$ cat config.mk
export PLATFORM = sky130hd
export DESIGN_NAME = radio_range_fanout_top
export DESIGN_NICKNAME = d
export VERILOG_FILES = /design/src/rrf_pkg.sv /design/src/rrf_pos_store.sv /design/src/radio_range_fanout_top.sv
export SDC_FILE = /design/constraint.sdc
export NUM_CORES = 2
export LEC_CHECK = 0
export ABC_AREA = 1
export BUFFER_PORTS_ARGS = -buffer_cell sky130_fd_sc_hd__clkbuf_2
export CAP_MARGIN = 15
export CORE_UTILIZATION = 30
export DETAILED_ROUTE_END_ITERATION = 8
export GPL_TIMING_DRIVEN = 1
export HOLD_SLACK_MARGIN = 0.05
export SYNTH_ARGS = -nofsm -noshare
export SYNTH_HDL_FRONTEND = slang
export SYNTH_SLANG_ARGS = --single-unit
$ cat constraint.sdc
create_clock -name clk -period 17.96 [get_ports clk]
set_clock_uncertainty 0.15 [all_clocks]
set_input_delay 0.898 -clock clk [delete_from_list [all_inputs] [get_ports clk]]
set_output_delay 0.898 -clock clk [all_outputs]
set_load 0.05 [all_outputs]
$ cat src/rrf_pkg.sv
// Shared types and constants for the radio range fan-out block.
`timescale 1ns / 1ps
package rrf_pkg;

	localparam int COORD_W = 32;
	localparam int RANGE_W = 31;
	localparam int NODE_W  = 4;
	localparam int REACH_W = 2;

	localparam logic [RANGE_W-1:0] DATA_RAD_RST  = 31'd20000000;
	localparam logic [RANGE_W-1:0] SENSE_RAD_RST = 31'd40000000;

	localparam logic REG_DATA_RAD  = 1'b0;
	localparam logic REG_SENSE_RAD = 1'b1;

	localparam logic FUNC_PACKET = 1'b0;
	localparam logic FUNC_WRITE  = 1'b1;

	localparam logic [REACH_W-1:0] REACH_NONE  = 2'd0;
	localparam logic [REACH_W-1:0] REACH_DATA  = 2'd1;
	localparam logic [REACH_W-1:0] REACH_SENSE = 2'd2;

	typedef enum logic [2:0] {
		ST_IDLE,
		ST_TX,
		ST_CS,
		ST_CSW,
		ST_LD,
		ST_SQX,
		ST_SQY,
		ST_EMIT
	} rrf_state_t;

endpackage

$ cat src/rrf_pos_store.sv
// Node position store with per-entry valid bits and registered read.
`timescale 1ns / 1ps
module rrf_pos_store
	import rrf_pkg::*;
#(
	parameter int NODES = 16,
	parameter int AW    = 4
) (
	input  logic                      clk,
	input  logic                      arst_n,
	input  logic                      wr_en,
	input  logic [AW-1:0]             wr_addr,
	input  logic signed [COORD_W-1:0] wr_x,
	input  logic signed [COORD_W-1:0] wr_y,
	input  logic [AW-1:0]             rd_addr,
	output logic signed [COORD_W-1:0] rd_x,
	output logic signed [COORD_W-1:0] rd_y
);

	logic signed [COORD_W-1:0] mem_x_q [NODES];
	logic signed [COORD_W-1:0] mem_y_q [NODES];
	logic [NODES-1:0]          vld_q;
	logic signed [COORD_W-1:0] rd_x_q;
	logic signed [COORD_W-1:0] rd_y_q;
	logic                      rd_vld_q;

	always_ff @(posedge clk) begin
		if (wr_en) begin
			mem_x_q[wr_addr] <= wr_x;
			mem_y_q[wr_addr] <= wr_y;
		end
	end

	always_ff @(posedge clk) begin
		rd_x_q <= mem_x_q[rd_addr];
		rd_y_q <= mem_y_q[rd_addr];
	end

	always_ff @(posedge clk or negedge arst_n) begin
		if (!arst_n) begin
			vld_q    <= '0;
			rd_vld_q <= 1'b0;
		end else begin
			rd_vld_q <= vld_q[rd_addr];
			if (wr_en) begin
				vld_q[wr_addr] <= 1'b1;
			end
		end
	end

	assign rd_x = rd_vld_q ? rd_x_q : '0;
	assign rd_y = rd_vld_q ? rd_y_q : '0;

endmodule

$ cat src/radio_range_fanout_top.sv
// Top level: position table, range registers and the shared squaring sequencer.
//
//  Channel  Direction  Handshake                 Payload
//  in       sink       in_valid / in_stall       func, node_index, pos_x, pos_y
//  out      source     out_valid / out_stall     dest_node, reach, last
//  cfg      sink       APB psel/penable/pwrite   paddr, pwdata, prdata
//
//  A packet first reads the source position and squares the two ranges (setup), then loads,
//  squares dx, squares dy and emits a beat for each other node, all through the single 33x33
//  squaring multiplier that serves ranges, dx and dy in turn.
//  A stalled output beat holds the sequencer in its emit step until the beat is taken.
//  Reset clears the position valid bits, so every node reads at the origin until written.
`timescale 1ns / 1ps
module radio_range_fanout_top
	import rrf_pkg::*;
#(
	parameter int NODES = 16
) (
	input  logic                      clk,
	input  logic                      arst_n,
	input  logic                      in_valid,
	output logic                      in_stall,
	input  logic                      func,
	input  logic [NODE_W-1:0]         node_index,
	input  logic signed [COORD_W-1:0] pos_x,
	input  logic signed [COORD_W-1:0] pos_y,
	output logic                      out_valid,
	input  logic                      out_stall,
	output logic [NODE_W-1:0]         dest_node,
	output logic [REACH_W-1:0]        reach,
	output logic                      last,
	input  logic                      psel,
	input  logic                      penable,
	input  logic                      pwrite,
	input  logic [2:0]                paddr,
	input  logic [31:0]               pwdata,
	output logic [31:0]               prdata,
	output logic                      pready
);

	localparam int CW = (NODES > 1) ? $clog2(NODES) : 1;
	localparam logic [CW:0] NODES_C = (CW + 1)'(NODES);

	rrf_state_t state_q, state_d;

	logic [RANGE_W-1:0]        data_rad_q, sense_rad_q;
	logic [CW-1:0]             src_q, d_q;
	logic signed [COORD_W-1:0] src_x_q, src_y_q;
	logic [COORD_W:0]          dx_q, dy_q;
	logic [2*RANGE_W-1:0]      tx2_q, cs2_q;
	logic [2*COORD_W:0]        prod_q;
	logic [2*COORD_W+1:0]      sum_q;
	logic                      out_valid_q, last_q;
	logic [NODE_W-1:0]         dest_node_q;
	logic [REACH_W-1:0]        reach_q;

	logic                      in_acc, idx_ok, wr_en, cfg_wr;
	logic [CW-1:0]             rd_addr, first_d, nxt_d;
	logic [CW:0]               p1, p2;
	logic                      is_last, out_ld;
	logic signed [COORD_W-1:0] rd_x, rd_y;
	logic [COORD_W:0]          mul_op;
	logic [2*COORD_W+1:0]      mul_res;
	logic [COORD_W:0]          ax, ay;
	logic [REACH_W-1:0]        reach_d;

	rrf_pos_store #(
		.NODES(NODES),
		.AW   (CW)
	) u_store (
		.clk    (clk),
		.arst_n (arst_n),
		.wr_en  (wr_en),
		.wr_addr(CW'(node_index)),
		.wr_x   (pos_x),
		.wr_y   (pos_y),
		.rd_addr(rd_addr),
		.rd_x   (rd_x),
		.rd_y   (rd_y)
	);

	assign pready = 1'b1;
	assign cfg_wr = psel && penable && pwrite && pready;
	assign prdata = {1'b0, (paddr[2] == REG_SENSE_RAD) ? sense_rad_q : data_rad_q};

	always_ff @(posedge clk or negedge arst_n) begin
		if (!arst_n) begin
			data_rad_q  <= DATA_RAD_RST;
			sense_rad_q <= SENSE_RAD_RST;
		end else if (cfg_wr) begin
			if (paddr[2] == REG_DATA_RAD) begin
				data_rad_q <= pwdata[RANGE_W-1:0];
			end else begin
				sense_rad_q <= pwdata[RANGE_W-1:0];
			end
		end
	end

	assign in_stall = (state_q != ST_IDLE);
	assign in_acc   = in_valid && !in_stall;
	assign idx_ok   = (int'(node_index) < NODES);
	assign wr_en    = in_acc && (func == FUNC_WRITE) && idx_ok;

	assign first_d = (src_q == '0) ? CW'(1) : '0;
	assign p1      = {1'b0, d_q} + (CW + 1)'(1);
	assign p2      = p1 + (CW + 1)'(1);
	assign nxt_d   = (p1[CW-1:0] == src_q) ? p2[CW-1:0] : p1[CW-1:0];
	assign is_last = (p1 == NODES_C) || ((p1[CW-1:0] == src_q) && (p2 == NODES_C));
	assign out_ld  = (state_q == ST_EMIT) && (!out_valid_q || !out_stall);

	assign ax = ($signed({rd_x[COORD_W-1], rd_x}) >= $signed({src_x_q[COORD_W-1], src_x_q}))
		? ({rd_x[COORD_W-1], rd_x} - {src_x_q[COORD_W-1], src_x_q})
		: ({src_x_q[COORD_W-1], src_x_q} - {rd_x[COORD_W-1], rd_x});
	assign ay = ($signed({rd_y[COORD_W-1], rd_y}) >= $signed({src_y_q[COORD_W-1], src_y_q}))
		? ({rd_y[COORD_W-1], rd_y} - {src_y_q[COORD_W-1], src_y_q})
		: ({src_y_q[COORD_W-1], src_y_q} - {rd_y[COORD_W-1], rd_y});

	assign mul_res = {1'b0, mul_op} * {1'b0, mul_op};

	always_comb begin
		if (sum_q < {4'b0, tx2_q}) begin
			reach_d = REACH_DATA;
		end else if (sum_q < {4'b0, cs2_q}) begin
			reach_d = REACH_SENSE;
		end else begin
			reach_d = REACH_NONE;
		end
	end

	always_comb begin
		state_d = state_q;
		rd_addr = d_q;
		mul_op  = '0;
		case (state_q)
			ST_IDLE: begin
				rd_addr = CW'(node_index);
				if (in_acc && (func == FUNC_PACKET) && idx_ok) begin
					state_d = ST_TX;
				end
			end
			ST_TX: begin
				mul_op  = {2'b0, data_rad_q};
				state_d = ST_CS;
			end
			ST_CS: begin
				mul_op  = {2'b0, sense_rad_q};
				state_d = ST_CSW;
			end
			ST_CSW: begin
				rd_addr = first_d;
				state_d = ST_LD;
			end
			ST_LD: begin
				state_d = ST_SQX;
			end
			ST_SQX: begin
				mul_op  = dx_q;
				state_d = ST_SQY;
			end
			ST_SQY: begin
				mul_op  = dy_q;
				state_d = ST_EMIT;
			end
			ST_EMIT: begin
				rd_addr = nxt_d;
				if (out_ld) begin
					state_d = is_last ? ST_IDLE : ST_LD;
				end
			end
			default: begin
				state_d = ST_IDLE;
			end
		endcase
	end

	always_ff @(posedge clk or negedge arst_n) begin
		if (!arst_n) begin
			state_q <= ST_IDLE;
		end else begin
			state_q <= state_d;
		end
	end

	always_ff @(posedge clk) begin
		prod_q <= mul_res[2*COORD_W:0];
		if (in_acc) begin
			src_q <= CW'(node_index);
		end
		case (state_q)
			ST_TX: begin
				src_x_q <= rd_x;
				src_y_q <= rd_y;
			end
			ST_CS: begin
				tx2_q <= prod_q[2*RANGE_W-1:0];
			end
			ST_CSW: begin
				cs2_q <= prod_q[2*RANGE_W-1:0];
				d_q   <= first_d;
			end
			ST_LD: begin
				dx_q <= ax;
				dy_q <= ay;
			end
			ST_SQY: begin
				sum_q <= {1'b0, prod_q} + mul_res;
			end
			ST_EMIT: begin
				if (out_ld) begin
					d_q <= nxt_d;
				end
			end
			default: begin
			end
		endcase
	end

	always_ff @(posedge clk or negedge arst_n) begin
		if (!arst_n) begin
			out_valid_q <= 1'b0;
		end else if (out_ld) begin
			out_valid_q <= 1'b1;
		end else if (!out_stall) begin
			out_valid_q <= 1'b0;
		end
	end

	always_ff @(posedge clk) begin
		if (out_ld) begin
			dest_node_q <= NODE_W'(d_q);
			reach_q     <= reach_d;
			last_q      <= is_last;
		end
	end

	assign out_valid = out_valid_q;
	assign dest_node = dest_node_q;
	assign reach     = reach_q;
	assign last      = last_q;

	a_skip_source: assert property (@(posedge clk) disable iff (!arst_n)
		(state_q == ST_LD || state_q == ST_SQX || state_q == ST_SQY || state_q == ST_EMIT)
		|-> (d_q != src_q))
		else $error("walk reached the sending node");

	a_walk_in_table: assert property (@(posedge clk) disable iff (!arst_n)
		(state_q == ST_LD || state_q == ST_EMIT) |-> (int'(d_q) < NODES))
		else $error("walk index beyond the node table");

	a_beat_from_emit: assert property (@(posedge clk) disable iff (!arst_n)
		$rose(out_valid) |-> $past(state_q == ST_EMIT))
		else $error("result beat raised outside the emit step");

	a_reach_code: assert property (@(posedge clk) disable iff (!arst_n)
		out_valid |-> (reach == REACH_NONE || reach == REACH_DATA || reach == REACH_SENSE))
		else $error("undefined reach code on output");

endmodule
==> reports/qor.csv <==
metric,value,unit
outcome,"complete, no violations",
max-clock-path-buffers,4,
fp-row-count,222,
yosysTopAreaCell,edfxtp_1,
postRouteAntennaNets,0,
post-synth-top-count-cell,inv_1,
syn_inst,12000,
yosys_warnings,0,
hold_class,input port to register,
worstSkewPairLatency,0.85,ns
path_common_cell,inv_1,
syn_area_per_cell,9.18,µm²
stdcell_count,16900,
synth_nets,13600,
hold_violations,0,
crit_path_end_kind,register,
start_kind,register,
ys.flop_type,edfxtp_1,
hpwl,221,mm
cp_slowest_stage_delay,0.85,ns
die_x,609,µm
gr-usage-all-layers,0.173,
setup_viol,0,
grt_pass1_vias,80400,
synth_commonest_cells,"inv_1 (2885), nand2_1 (1708), edfxtp_1 (1357)",
syn_area,110000,µm²
cts.clk_slew.worst_paths,0.06,ns
async_reset_ff_frac,0.0529,
nets,13500,
fmax,79.2,MHz
portBuffers,147,
drive_gt1_frac,0.0501,
crit_type,register to register,
synth_top_cell_area_share,0.369,
required,18.34,ns
cts_buffers,175,
cts_hold_buf,1,
fp.dieArea,370000,µm²
ys_types,55,
area_delta_synth_final,10.0,%
clock_sinks,1568,
num_vias,81300,
worst_path_max_delay_cell,inv_1,
overflow,0,
place_congestion,0.926,
dp_slack,5.41,ns
synth_area_leaders,"edfxtp_1 (37%), fa_1 (16%), inv_1 (9.8%), ha_1 (6.5%), nand2_1 (5.8%)",
min_period,12.62,ns
drt-initial-drc-count,7056,
dr.pass1.iters,6,
rsz0062_at_grt,no,
grt_pass1_wl,493,mm
cts_root_buffer,clkbuf_16,
drc_errors,0,
tns,0,ns
finalMaxSlewViolations,0,
ys_seq_elements,1568,
postCtsSetupBuffers,0,
crit_fanout,31,
worst_slew_pin_slew,1.23,ns
start_util,0.302,
vias_per_cell,4.81,
arrival,13.00,ns
die_y,609,µm
dp.cells,16600,
routed_wl,327,mm
io_pins,153,
ys_seq_area_frac,0.411,
htreeDepth,4,
routedWlPerCell,19.4,µm
cts_tree,yes,
relSlewSlack,0.183,
coreArea,366000,µm²
synth_edf_count,1357,
fin_ws,5.34,ns
grt_max_degree,199,
cap_violations,0,
layout_worst_path_cycle_share,0.703,
antenna_found_initial,41,
cts_resized,0,
-- final cells by class --
cell class                 instances  area [µm²]
sequential                      1568       45400
inverter                        2907       10900
timing repair buffer             268        1760
antenna                            8        20.0
tap                             4816        6030
fill                           37300      244000
clock inverter                    75         593
multi-input combinational       7019       52000
clock buffer                     231        4750
-- cell usage in the layout, fill, tap and decap left out, types with 8 or more instances in the layout --
cell / count
inv_1: 2884
nand2_1: 1703
edfxtp_1: 1357
nand3_1: 1099
fa_1: 864
nor2_1: 764
ha_1: 576
nand4_1: 564
a21oi_1: 411
o21ai_0: 367
clkbuf_16: 178
xor2_1: 177
clkbuf_2: 146
dfxtp_1: 128
buf_4: 112
dfrtp_1: 66
xnor2_1: 65
a21o_1: 51
o21bai_1: 49
nor3_1: 44
clkbuf_1: 43
clkinv_1: 42
nor2_2: 34
a31oi_1: 33
a22o_1: 31
o21a_1: 26
o211ai_1: 25
clkinv_2: 22
nor2_4: 20
nor4_1: 19
o21ai_1: 16
dfstp_2: 16
a21boi_0: 13
o221ai_1: 10
clkbuf_8: 10
buf_12: 9
diode_2: 8
inv_2: 8
-- per-stage QoR --
stage                     hold WS (ns)   util  instance area (µm²)
after floorplan                  0.277      -               110000
after global placement           0.290  0.317               116000
after detailed placement         0.295  0.317               116000
after CTS                        0.139  0.332               121000
after global routing             0.158  0.332               121000
final                            0.194  0.332               121000
-- state kept, by name, indices dropped and copies added, names as in the netlist, 4 cells and up --
name             flops
d_q                  4
src_y_q             32
u_store.rd_y_q      32
prod_q              64
dest_node            4
src_x_q             32
cs2_q               61
u_store.vld_q       16
sum_q               66
tx2_q               61
dy_q                33
dx_q                33
sense_rad_q         31
data_rad_q          31
src_q                4
u_store.mem_y_q    512
u_store.mem_x_q    512
u_store.rd_x_q      32
-- layer usage --
metal | up-vias | track usage | share of wire | wire, µm
li1 | 38300 | - | - | -
met5 | - | 0 | 0.00072 | 236
met3 | 614 | 0.0268 | 0.064 | 21100
met4 | 38 | 0.0531 | 0.033 | 10800
met2 | 2602 | 0.293 | 0.48 | 157000
met1 | 39700 | 0.226 | 0.42 | 138000
-- logic make-up (layout without fill, tap and decap cells) --
group           count (synthesis)  count (layout)  synth area share
compound gates               1062            1062            0.0545
fa+ha+maj                    1440            1440             0.222
buf+inv                      3434            3481             0.121
flops                        1568            1568             0.411
xor+xnor                      242             242            0.0192
simple gates                 4273            4273             0.172
other cells                     2              10         0.0000680
-- worst paths after layout --
kind | start | to | slack (ns) | cells past startpoint
worst max-delay path | state_q[1]$_DFFE_PN0P_ | sum_q[52]$_DFFE_PN_ | 5.34 | 40
worst min-delay path | out_stall | out_valid$_DFFE_PN0P_ | 0.19 | 3
worst max register to register | state_q[1]$_DFFE_PN0P_ | sum_q[52]$_DFFE_PN_ | 5.34 | 40
worst min register to register | prod_q[43]$_DFF_P_ | tx2_q[43]$_DFFE_PN_ | 0.30 | 0
max in group asynchronous | arst_n | data_rad_q[0]$_DFFE_PN0P_ | 15.89 | 3
min in group asynchronous | arst_n | u_store.vld_q[7]$_DFFE_PN0P_ | 0.49 | 2
-- critical path, delay by kind of cell, from the launching register on --
kind            cells  cell delay (ns)
fa+ha+maj          10             5.06
compound gates      8             2.45
buf+inv            11             1.95
simple gates        9             1.64
xor+xnor            2             0.61
flops               1             0.41
Power is not shown: default switching activity piles up to over one toggle a cycle in this logic, so the estimate is an artifact.
